**src/rtl/ddist_pkg.sv**
```systemverilog
// ----------------------------------------------------------------------------
// ddist_pkg: shared types and constants for the dihedral distance pipeline
// Q30 trig formats, CORDIC arctangent table and inter-module structs.
// ----------------------------------------------------------------------------
package ddist_pkg;

	localparam int ANGLE_BITS   = 16;
	localparam int CORDIC_STEPS = 30;
	localparam int RAD_W        = 52;
	localparam int ROOT_W       = RAD_W / 2;
	localparam int DIST_W       = 18;

	localparam logic signed [33:0] CORDIC_GAIN = 34'sd652032874;
	localparam logic signed [31:0] Q30_ONE     = 32'sd1073741824;

	localparam logic [31:0] ATAN_TURNS [CORDIC_STEPS] = '{
		32'h20000000, 32'h12E4051E, 32'h09FB385B, 32'h051111D4, 32'h028B0D43,
		32'h0145D7E1, 32'h00A2F61E, 32'h00517C55, 32'h0028BE53, 32'h00145F2F,
		32'h000A2F98, 32'h000517CC, 32'h00028BE6, 32'h000145F3, 32'h0000A2FA,
		32'h0000517D, 32'h000028BE, 32'h0000145F, 32'h00000A30, 32'h00000518,
		32'h0000028C, 32'h00000146, 32'h000000A3, 32'h00000051, 32'h00000029,
		32'h00000014, 32'h0000000A, 32'h00000005, 32'h00000003, 32'h00000001
	};

	typedef struct packed {
		logic [15:0] a;
		logic [15:0] b;
		logic [15:0] c;
	} ddist_len_t;

	typedef struct packed {
		logic signed [31:0] ca;
		logic signed [31:0] sa;
		logic signed [31:0] cb;
		logic signed [31:0] sb;
		logic signed [31:0] cd;
	} ddist_trig_t;

	// clamp a 34-bit value to [-1, 1] in Q30
	function automatic logic signed [31:0] sat_q30(input logic signed [33:0] v);
		logic signed [31:0] r;
		if (v > 34'(Q30_ONE))
			r = Q30_ONE;
		else if (v < -34'(Q30_ONE))
			r = -Q30_ONE;
		else
			r = v[31:0];
		return r;
	endfunction

endpackage

```
**src/rtl/ddist_isqrt.sv**
```systemverilog
// ----------------------------------------------------------------------------
// ddist_isqrt: pipelined integer square root, one root bit per stage
// Output is floor(sqrt(rad)) / 256 as the distance word.
// ----------------------------------------------------------------------------
module ddist_isqrt (
	input  logic                       clk,
	input  logic                       arst_n,
	input  logic                       en,
	input  logic                       in_valid,
	input  logic [ddist_pkg::RAD_W-1:0] rad,
	input  logic                       flag_in,
	output logic                       out_valid,
	output logic [ddist_pkg::DIST_W-1:0] distance,
	output logic                       flag_out
);
	import ddist_pkg::*;

	localparam int N = ROOT_W;

	logic [RAD_W-1:0] v_s   [N+1];
	logic [RAD_W-1:0] res_s [N+1];
	logic             flg_s [N+1];
	logic [N:0]       vld_s;

	assign v_s[0]   = rad;
	assign res_s[0] = '0;
	assign flg_s[0] = flag_in;
	assign vld_s[0] = in_valid;

	for (genvar k = 0; k < N; k++) begin : g_bit
		localparam logic [RAD_W-1:0] BITV = RAD_W'(1) << (2 * (N - 1 - k));
		logic [RAD_W-1:0] trial;
		assign trial = res_s[k] + BITV;

		always_ff @(posedge clk or negedge arst_n) begin
			if (!arst_n)
				vld_s[k+1] <= 1'b0;
			else if (en)
				vld_s[k+1] <= vld_s[k];
		end

		always_ff @(posedge clk) begin
			if (en) begin
				if (v_s[k] >= trial) begin
					v_s[k+1]   <= v_s[k] - trial;
					res_s[k+1] <= (res_s[k] >> 1) + BITV;
				end else begin
					v_s[k+1]   <= v_s[k];
					res_s[k+1] <= res_s[k] >> 1;
				end
				flg_s[k+1] <= flg_s[k];
			end
		end
	end

	assign out_valid = vld_s[N];
	assign distance  = res_s[N][8 +: DIST_W];
	assign flag_out  = flg_s[N];

endmodule

```
**config.mk**
```make
export PLATFORM = sky130hd
export DESIGN_NAME = ddist_isqrt
export DESIGN_NICKNAME = d
export VERILOG_FILES = /design/src/rtl/ddist_pkg.sv /design/src/rtl/ddist_isqrt.sv
export SDC_FILE = /design/constraint.sdc
export NUM_CORES = 1
export LEC_CHECK = 0
export BUFFER_PORTS_ARGS = -buffer_cell sky130_fd_sc_hd__buf_2
export CAP_MARGIN = 10
export CORE_MARGIN = 8
export CORE_UTILIZATION = 60
export CTS_BUF_LIST = sky130_fd_sc_hd__clkbuf_2 sky130_fd_sc_hd__clkbuf_4 sky130_fd_sc_hd__clkbuf_8
export CTS_CLUSTER_DIAMETER = 30
export DETAILED_ROUTE_END_ITERATION = 10
export HOLD_SLACK_MARGIN = 0.15
export PLACE_DENSITY = 0.8
export SYNTH_ARGS = -nofsm -noshare
export SYNTH_HDL_FRONTEND = slang
export SYNTH_SLANG_ARGS = --single-unit
```
**constraint.sdc**
```tcl
create_clock -name clk -period 5.8 [get_ports clk]
set_input_delay 0.87 -clock clk [delete_from_list [all_inputs] [get_ports clk]]
set_output_delay 0.87 -clock clk [all_outputs]
set_load 0.02 [all_outputs]
```
==> reports/results.tsv, run 1 <==
metric	value	unit
via count	28000	
insertion delay to the later sink of the worst-skew pair	0.86	ns
clock buffer depth	3	
Post-Syn Area per Cell	15.2	µm²
leading cell type by number of instances after synthesis	sky130_fd_sc_hd__edfxtp_1	
floorplan die width	307	µm
Final TNS setup	0	ns
pwr/cell area	387	mW/mm²
predominant post-synthesis flop cell	sky130_fd_sc_hd__edfxtp_1	
clock root buffer	sky130_fd_sc_hd__clkbuf_8	
largest clock skew in the final design	0.0426	ns
Hold Fails Final Rpt	0	
launching element type of the critical path	flop	
Tightest Pin Transition	1.25	ns
count of buffers inserted at the top-level ports	76	
post-route clock period utilization	66.6	%
CTS Buf Count	226	
largest voltage drop on the vdd net	276	µV
GR Util All Layers	19.4	%
RePlAce Congestion	0.905	
number of standard cells after synthesis	3345	
Hold Crit Class	input port to flop	
global route total overflow	0	
start-to-end type of the worst setup path	flop to flop	
count of boundary I/O pins	77	
pin count of the biggest net entering global routing	150	
number of enable-type register cells in the synthesized netlist	1209	
max-slew headroom at the worst pin	14.7	%
synthesized netlist net count	3587	
number of clock sinks seen by CTS	1235	
layout cell share with drive strength beyond 1	14.5	%
FF+latch count, synth	1235	
run status	complete, no violations	
drt pass-1 iters	5	
full die area	0.0943	mm²
leading post-synthesis cells by instance count	sky130_fd_sc_hd__edfxtp_1, sky130_fd_sc_hd__inv_1, sky130_fd_sc_hd__nor2_1	
Placeable Area	0.0838	mm²
Std-Cell Rows	106	
# DRC	0	
clock slew at the register clock pins of the worst setup and hold paths	0.06	ns
estimated wirelength of the detail-placed design	60500	µm
total standard cell area after synthesis	0.0508	mm²
Fmax	0.259	GHz
arrival time of data at the critical path endpoint	4.43	ns
FFs w/ async S/R, synth	2.11	%
number of synthesis warnings	0	
Maximum Capacitance Violations	0	
final worst path period need	3.86	ns
number of nets in the layout	3934	
clock tree from TritonCTS	yes	
leakage power	21.5	nW
number of nets still failing antenna checks after routing	0	
non-filler instance count after layout	5012	
initial antenna violation count	5	
Unique masters post-synth	73	
# placed instances	4546	
share of Yosys cell area claimed by the top area cell type	71.4	%
average routed wire per standard cell	18.3	µm
sum of internal, switching and leakage power	22.5	mW
initial cell density of the core	60.6	%
unrepaired setup endpoints after global routing	no	
Avg Vias per Cell	5.58	
cells taking the most area after synthesis	sky130_fd_sc_hd__edfxtp_1, sky130_fd_sc_hd__ha_1, sky130_fd_sc_hd__xor2_1	
cell type with the largest total area after synthesis	sky130_fd_sc_hd__edfxtp_1	
routed wire length	91600	µm
maximum net fanout on the critical path	23	
depth of the CTS H-tree	4	
CP Data Required Time	6.36	ns
floorplan die height	307	µm
first-pass GRT wire length	145000	µm
proportion of synthesized chip area in sequential cells	72.7	%
via count of the first global-routing pass	29400	
drt first-iter violations	1762	
max-slew violation total from the final report	0	
area added between synthesis and finish	14.1	%
kind of end point of the critical path	flop	
Setup Viol. Count Final	0	
## per-stage QoR
stage / setup slack, ns / utilization [%] / cell area, µm² / hold WS [ns]
after floorplan: 2.82 / - / 50800 / 0.400
after global placement: 2.09 / 62.9 / 52800 / 0.400
after detailed placement: 1.99 / 62.9 / 52800 / 0.405
after CTS: 1.99 / 69.2 / 58000 / 0.164
after global routing: 1.66 / 69.2 / 58000 / 0.212
final: 1.94 / 69.2 / 58000 / 0.275
## cells in the final DEF, fill, tap and decap left out, types with 124 or more instances in the layout
master | synthesis | routed
sky130_fd_sc_hd__a21oi_1 | 150 | 149
sky130_fd_sc_hd__clkbuf_8 | 0 | 228
sky130_fd_sc_hd__edfxtp_1 | 1209 | 1209
sky130_fd_sc_hd__ha_1 | 185 | 185
sky130_fd_sc_hd__inv_1 | 222 | 222
sky130_fd_sc_hd__nand2_1 | 147 | 147
sky130_fd_sc_hd__nor2_1 | 188 | 188
sky130_fd_sc_hd__nor4_1 | 158 | 158
sky130_fd_sc_hd__o21ai_0 | 124 | 124
sky130_fd_sc_hd__xor2_1 | 135 | 135
## logic make-up after synthesis
family,after synthesis,share of synthesized area [%]
mux,60,1.31
compound gates,486,5.97
buf+inv,262,2.02
xor+xnor,248,4.27
fa+ha+maj,185,4.55
simple gates,869,9.16
flops,1235,72.7
## worst paths after layout
kind / start / end / slack [ns] / cells after the start
max in group asynchronous: arst_n / vld_s[21] / 4.85 / 2
setup / recovery: v_s[594] / v_s[565] / 1.94 / 10
setup reg to reg: v_s[594] / v_s[565] / 1.94 / 10
hold reg to reg: flg_s[15] / flg_s[14] / 0.41 / 0
hold / removal: in_valid / vld_s[1] / 0.27 / 2
min in group asynchronous: arst_n / vld_s[25] / 0.57 / 2
## flip-flops by register name (all words and copies together) (netlist names)
register	count
flag_out	1
vld_s	25
flg_s	25
res_s	297
distance	18
v_s	868
out_valid	1
## report_power, final
part           internal [mW]  total (mW)  switching, mW  leakage [nW]
clock network           4.80        8.40           3.60          2.41
registers               10.9        11.5          0.576          11.9
logic                   1.12        2.54           1.42          7.12
total                   16.9        22.5           5.59          21.5
## per-layer routing
layer  global-route usage (%)  vias to the layer above  routed length, µm
met5                        0                        -                  0
met4                     12.2                        0               5260
met3                     4.05                      275               3770
met2                     37.9                      738              51200
met1                     17.9                    13400              31400
li1                         -                    13500                  -
## final cells by class
type | instances | area [µm²]
timing repair buffer | 158 | 1210
clock buffer | 271 | 3460
tap | 1134 | 1420
clock inverter | 141 | 1260
antenna | 2 | 5.00
sequential | 1235 | 37000
multi-input combinational | 1848 | 12900
inverter | 223 | 842
fill | 5304 | 25800
## worst max-delay path: stages (launching register included)
cell	delay, ns
sky130_fd_sc_hd__edfxtp_1	0.39
sky130_fd_sc_hd__ha_1	0.35
sky130_fd_sc_hd__nor2b_1	0.20
sky130_fd_sc_hd__o31a_1	0.18
sky130_fd_sc_hd__o21ai_0	0.27
sky130_fd_sc_hd__o31a_1	0.41
sky130_fd_sc_hd__o211a_1	0.40
sky130_fd_sc_hd__inv_1	0.65
sky130_fd_sc_hd__nand3_1	0.24
sky130_fd_sc_hd__nor4_1	0.35
sky130_fd_sc_hd__xor2_1	0.12
## timing repair
| action | in CTS | in global routing |
|---|---|---|
| resized for setup | 0 | 0 |
| hold endpoints to repair | 77 | 0 |
| buffers inserted | 0 | 0 |
| hold buffers | 52 | 0 |
| setup endpoints to repair | 0 | 0 |
(Power assumes the default switching activity.)
==> run 2, diff against run 1 <==
clock period = 3.6 ns   (was 5.8 ns; I/O delays follow)
==> run 2 against run 1 <==
  * Sequential power up 62%
  * Clock power up 62%
  * Worst hold slack worse by 0.023 ns
  * Register-to-register slack worse by 1.7 ns
  * Highest routed layer unchanged
  * Worst setup slack worse by 1.7 ns
  * Sequential share of layout area down 0.53 points
  * Power up 62%
  * Cell count up 0.80%
  * Critical path depth down 1
  * Via count up 0.70%
==> reports/results.tsv, run 2 (synthesis results as in run 1) <==
metric	value	unit
most common library cell in the layout ignoring fill and taps	sky130_fd_sc_hd__edfxtp_1	
slowest stage delay, CP	0.79	ns
cell with the most instances on the worst path	sky130_fd_sc_hd__nand4_1	
launching element type of the critical path	flop	
cell chain of the critical path	ha_1, nand4_1, nor4_1, nand4_1, nand3_1, a31oi_2, a221o_1, nor4b_1, xor2_1	
clock slew at the register clock pins of the worst setup and hold paths	0.06	ns
maximum net fanout on the critical path	7	
start-to-end type of the worst setup path	flop to flop	
CP Data Required Time	4.16	ns
register name with the most flops	v_s	
Final TNS setup	0	ns
top library cells by usage in the layout, fill and taps aside	sky130_fd_sc_hd__edfxtp_1, sky130_fd_sc_hd__inv_1, sky130_fd_sc_hd__clkbuf_8	
average routed wire per standard cell	18.5	µm
fraction of met2 tracks used by global routing	39.0	%
relative contribution of the clock network to total power	37.3	%
Hold Crit Class	input port to asynchronous set/reset pin	
largest voltage drop on the vdd net	488	µV
post-route clock period utilization	94.2	%
busiest layer in global routing	met2	
initial antenna violation count	1	
max-slew violation total from the final report	0	
full die area	0.0943	mm²
clock tree from TritonCTS	yes	
Hold Fails Final Rpt	0	
GR Util All Layers	19.8	%
first-pass GRT wire length	147000	µm
Critical Path Slowest Stage Cell	sky130_fd_sc_hd__nor4_1	
Setup Viol. Count Final	0	
initial cell density of the core	60.6	%
pwr/cell area	621	mW/mm²
Sequential Power Share	51.1	%
number of nets still failing antenna checks after routing	0	
global-route track usage on met1	17.7	%
Fmax	0.295	GHz
area added between synthesis and finish	15.1	%
drt first-iter violations	1715	
count of buffers inserted at the top-level ports	76	
Crit. Startpoint	v_s[757]	
kind of end point of the critical path	flop	
filler instances	5322	
clock buffer depth	3	
max-slew headroom at the worst pin	26.0	%
Worst R2R Start	v_s[757]	
setup slack of the worst register-to-register path	0.21	ns
arrival time of data at the critical path endpoint	3.95	ns
final worst path period need	3.39	ns
via count	28200	
Avg Vias per Cell	5.57	
layout cell share with drive strength beyond 1	15.3	%
# DRC	0	
pin count of the biggest net entering global routing	168	
run status	complete, no violations	
Maximum Capacitance Violations	0	
unrepaired setup endpoints after global routing	no	
met3 global-route usage	3.99	%
power share of the combinational group	11.6	%
number of clock sinks seen by CTS	1235	
count of boundary I/O pins	77	
drt pass-1 iters	5	
insertion delay to the later sink of the worst-skew pair	0.88	ns
routed wire length	93300	µm
Tightest Pin Transition	1.08	ns
number of nets in the layout	3979	
via count of the first global-routing pass	29600	
CTS Buf Count	217	
Std-Cell Rows	106	
estimated wirelength of the detail-placed design	62300	µm
max FFs per register	868	
RePlAce Congestion	0.907	
Internal Dissipation	27.3	mW
clock root buffer	sky130_fd_sc_hd__clkbuf_8	
Placement Cell Area	0.0532	mm²
Post-Place Worst Slack	0.214	ns
floorplan die width	307	µm
Placeable Area	0.0838	mm²
depth of the CTS H-tree	4	
net switching share of the total power	24.9	%
Post-CTS Setup Inserts	0	
worst setup slack after layout	0.207	ns
switching component of the power	9.06	mW
global route total overflow	0	
worst reg-to-reg path cell count	9	
floorplan die height	307	µm
leakage power	21.7	nW
largest clock skew in the final design	0.0605	ns
final instance area	0.0585	mm²
largest registers	v_s (868), res_s (297)	
run 2: cell count changes in the layout (fill, tap and decap cells not counted), moves of 5 or more:
cell,delta
sky130_fd_sc_hd__inv_12,+7
sky130_fd_sc_hd__clkbuf_4,+9
sky130_fd_sc_hd__dlygate4sd3_1,+6
sky130_fd_sc_hd__clkinv_4,-11
sky130_fd_sc_hd__clkinv_2,-5
sky130_fd_sc_hd__clkbuf_8,-10
sky130_fd_sc_hd__clkinvlp_4,-6
sky130_fd_sc_hd__buf_12,+7
sky130_fd_sc_hd__buf_4,+41
sky130_fd_sc_hd__inv_6,-7
run 2: cell type report:
type | count | area (µm²) | share of cell area, %
sequential | 1235 | 37000 | 63.2
multi-input combinational | 1848 | 12900 | 22.0
clock buffer | 270 | 3390 | 5.80
timing repair buffer | 212 | 1720 | 2.94
tap | 1134 | 1420 | 2.43
clock inverter | 128 | 1300 | 2.22
inverter | 223 | 842 | 1.44
antenna | 2 | 5.00 | 0.00856
run 2: power by group through the flow:
stage	registers [mW]	clock network [mW]	logic, mW
after floorplan	18.5	0	2.93
after global placement	18.8	0	3.96
after detailed placement	18.8	0	4.08
after CTS	18.6	13.8	4.18
after global routing	18.7	14.4	4.67
final	18.6	13.6	4.20
run 2: critical path, delay by kind of cell (launching register included):
family / cells / cell delay, ns
flip-flops: 1 / 0.39
adder cells (fa/ha/maj): 1 / 0.40
AND/OR/NAND/NOR: 5 / 1.68
AO/OA/AOI/OAI: 2 / 0.49
XOR/XNOR: 1 / 0.11
run 2: through the flow:
step | utilization [%] | hold slack (ns) | total power, mW | instances
floorplan | - | 0.244 | 21.4 | 3345
global placement | 63.5 | 0.401 | 22.7 | 4594
detailed placement | 63.5 | 0.405 | 22.9 | 4594
CTS | 69.8 | 0.159 | 36.5 | 5050
global route | 69.8 | 0.241 | 37.8 | 5052
finish | 69.8 | 0.252 | 36.3 | 5052
run 2: final timing paths:
kind	endpoint
hold / removal	vld_s[21]
min in group clk	v_s[1331]
setup / recovery	v_s[721]
setup reg to reg	v_s[721]
max in group asynchronous	vld_s[15]
hold reg to reg	res_s[338]
run 2: repair_timing:
action	CTS	global route
hold buffers	58	0
hold endpoints to repair	116	0
endpoints found under the setup margin	0	4
resized for setup	0	3
run 2: routing by layer:
layer | up-vias | share of wire, %
met5 | - | 0
met1 | 13500 | 34
met3 | 292 | 4.0
met2 | 722 | 56
li1 | 13600 | -
met4 | 0 | 6.4
==> run 3, diff against run 2 <==
RECOVER_POWER = 25   (was default)
==> run 3 against run 2 <==
  * Via count about the same
  * Worst hold slack about the same
  * Register-to-register slack about the same
  * Die area unchanged
  * Global-route usage unchanged
  * Routed wire length about the same
  * First-iteration DRC count down 0.17%
  * Non-clock buffer count unchanged
  * Power about the same
  * Clock skew about the same
==> reports/results.tsv, run 3 (synthesis results as in run 1) <==
metric	value	unit
run status	complete, no violations	
start-to-end type of the worst setup path	flop to flop	
maximum net fanout on the critical path	7	
Avg Vias per Cell	5.57	
max-slew violation total from the final report	0	
largest voltage drop on the vdd net	488	µV
clock buffer depth	3	
pwr/cell area	621	mW/mm²
largest registers	v_s (868), res_s (297)	
insertion delay to the later sink of the worst-skew pair	0.88	ns
cell with the most instances on the worst path	sky130_fd_sc_hd__nand4_1	
RePlAce Congestion	0.907	
number of clock sinks seen by CTS	1235	
kind of end point of the critical path	flop	
clock root buffer	sky130_fd_sc_hd__clkbuf_8	
first-pass GRT wire length	147000	µm
leakage power	21.7	nW
count of buffers inserted at the top-level ports	76	
initial cell density of the core	60.6	%
Tightest Pin Transition	1.08	ns
floorplan die height	307	µm
layout cell share with drive strength beyond 1	15.1	%
total area of sequential cells	0.0370	mm²
arrival time of data at the critical path endpoint	3.95	ns
GR Util All Layers	19.8	%
full die area	0.0943	mm²
via count	28200	
routed wire length	93300	µm
Critical Path Slowest Stage Cell	sky130_fd_sc_hd__nor4_1	
largest clock skew in the final design	0.0606	ns
cell chain of the critical path	ha_1, nand4_1, nor4_1, nand4_1, nand3_1, a31oi_2, a221o_1, nor4b_1, xor2_1	
max-slew headroom at the worst pin	26.0	%
register name with the most flops	v_s	
clock tree from TritonCTS	yes	
final worst path period need	3.39	ns
drt first-iter violations	1712	
# DRC	0	
launching element type of the critical path	flop	
Hold Crit Class	input port to asynchronous set/reset pin	
count of boundary I/O pins	77	
area taken by multi-input logic gates	0.0129	mm²
CTS Buf Count	217	
initial antenna violation count	1	
Final TNS setup	0	ns
number of nets still failing antenna checks after routing	0	
floorplan die width	307	µm
area added between synthesis and finish	15.1	%
pin count of the biggest net entering global routing	168	
average routed wire per standard cell	18.5	µm
drt pass-1 iters	5	
Std-Cell Rows	106	
estimated wirelength of the detail-placed design	62300	µm
number of nets in the layout	3979	
most common library cell in the layout ignoring fill and taps	sky130_fd_sc_hd__edfxtp_1	
filler instances	5328	
Fmax	0.295	GHz
top library cells by usage in the layout, fill and taps aside	sky130_fd_sc_hd__edfxtp_1, sky130_fd_sc_hd__inv_1, sky130_fd_sc_hd__clkbuf_8	
via count of the first global-routing pass	29600	
Setup Viol. Count Final	0	
global route total overflow	0	
sum of internal, switching and leakage power	36.3	mW
unrepaired setup endpoints after global routing	no	
max FFs per register	868	
Placeable Area	0.0838	mm²
depth of the CTS H-tree	4	
CP Data Required Time	4.16	ns
Maximum Capacitance Violations	0	
post-route clock period utilization	94.2	%
Hold Fails Final Rpt	0	
clock slew at the register clock pins of the worst setup and hold paths	0.06	ns
slowest stage delay, CP	0.79	ns
==> run 3: cell count changes in the layout (fill, tap and decap cells not counted) <==
cell                       before  now
sky130_fd_sc_hd__clkbuf_1       0    6
sky130_fd_sc_hd__buf_2         75   69
==> run 3: worst max-delay path, delay by kind of cell, from the launching register on <==
family	cells	cell delay [ns]
and+or+nand+nor	5	1.68
adders and majority gates	1	0.40
AOI/OAI and AO/OA	2	0.49
DFF	1	0.39
xor gates and xnor gates	1	0.11
==> run 3: area by class of cell <==
class / count / share of cell area [%]
well taps: 1134 / 2.43
inverters: 223 / 1.44
flip-flops and latches: 1235 / 63.2
diodes: 2 / 0.00856
clock buffers: 270 / 5.80
clock inverters: 128 / 2.22
repair buffers: 212 / 2.93
multi-input cells: 1848 / 22.0
==> run 3: stage by stage <==
stage,instance area (µm²),std cells,setup WS [ns],hold WS [ns],util (%)
final,58500,5052,0.207,0.252,69.8
after floorplan,50800,3345,0.621,0.244,-
after global routing,58500,5052,0.0607,0.241,69.8
after global placement,53200,4594,0.221,0.401,63.5
after detailed placement,53200,4594,0.214,0.405,63.5
after CTS,58500,5050,0.162,0.159,69.8
==> run 3: layer usage <==
layer / global-route usage (%) / part of all wire [%] / up-vias
li1: - / - / 13600
met3: 3.99 / 4.0 / 293
met2: 39.0 / 56 / 710
met5: 0 / 0 / -
met1: 17.7 / 34 / 13500
met4: 13.2 / 6.4 / 0
==> run 3: worst paths after layout <==
kind	depth (start not counted)	slack (ns)	startpoint	to
min reg2reg	0	0.39	res_s[391]	res_s[338]
max	9	0.21	v_s[757]	v_s[721]
max in group asynchronous	2	2.96	arst_n	vld_s[15]
min	2	0.25	arst_n	vld_s[21]
max reg2reg	9	0.21	v_s[757]	v_s[721]
min in group clk	2	0.39	rad[31]	v_s[1331]
==> run 3: power breakdown <==
group,switching [mW],internal (mW)
Sequential,0.953,17.6
Combinational,2.32,1.88
Clock,5.78,7.77
==> run 3: repair_timing <==
item | in CTS | in global routing
hold buffers | 58 | 0
hold endpoints to repair | 116 | 0
setup buffers | 0 | 0
resized for setup | 0 | 3
setup endpoints to repair | 0 | 4
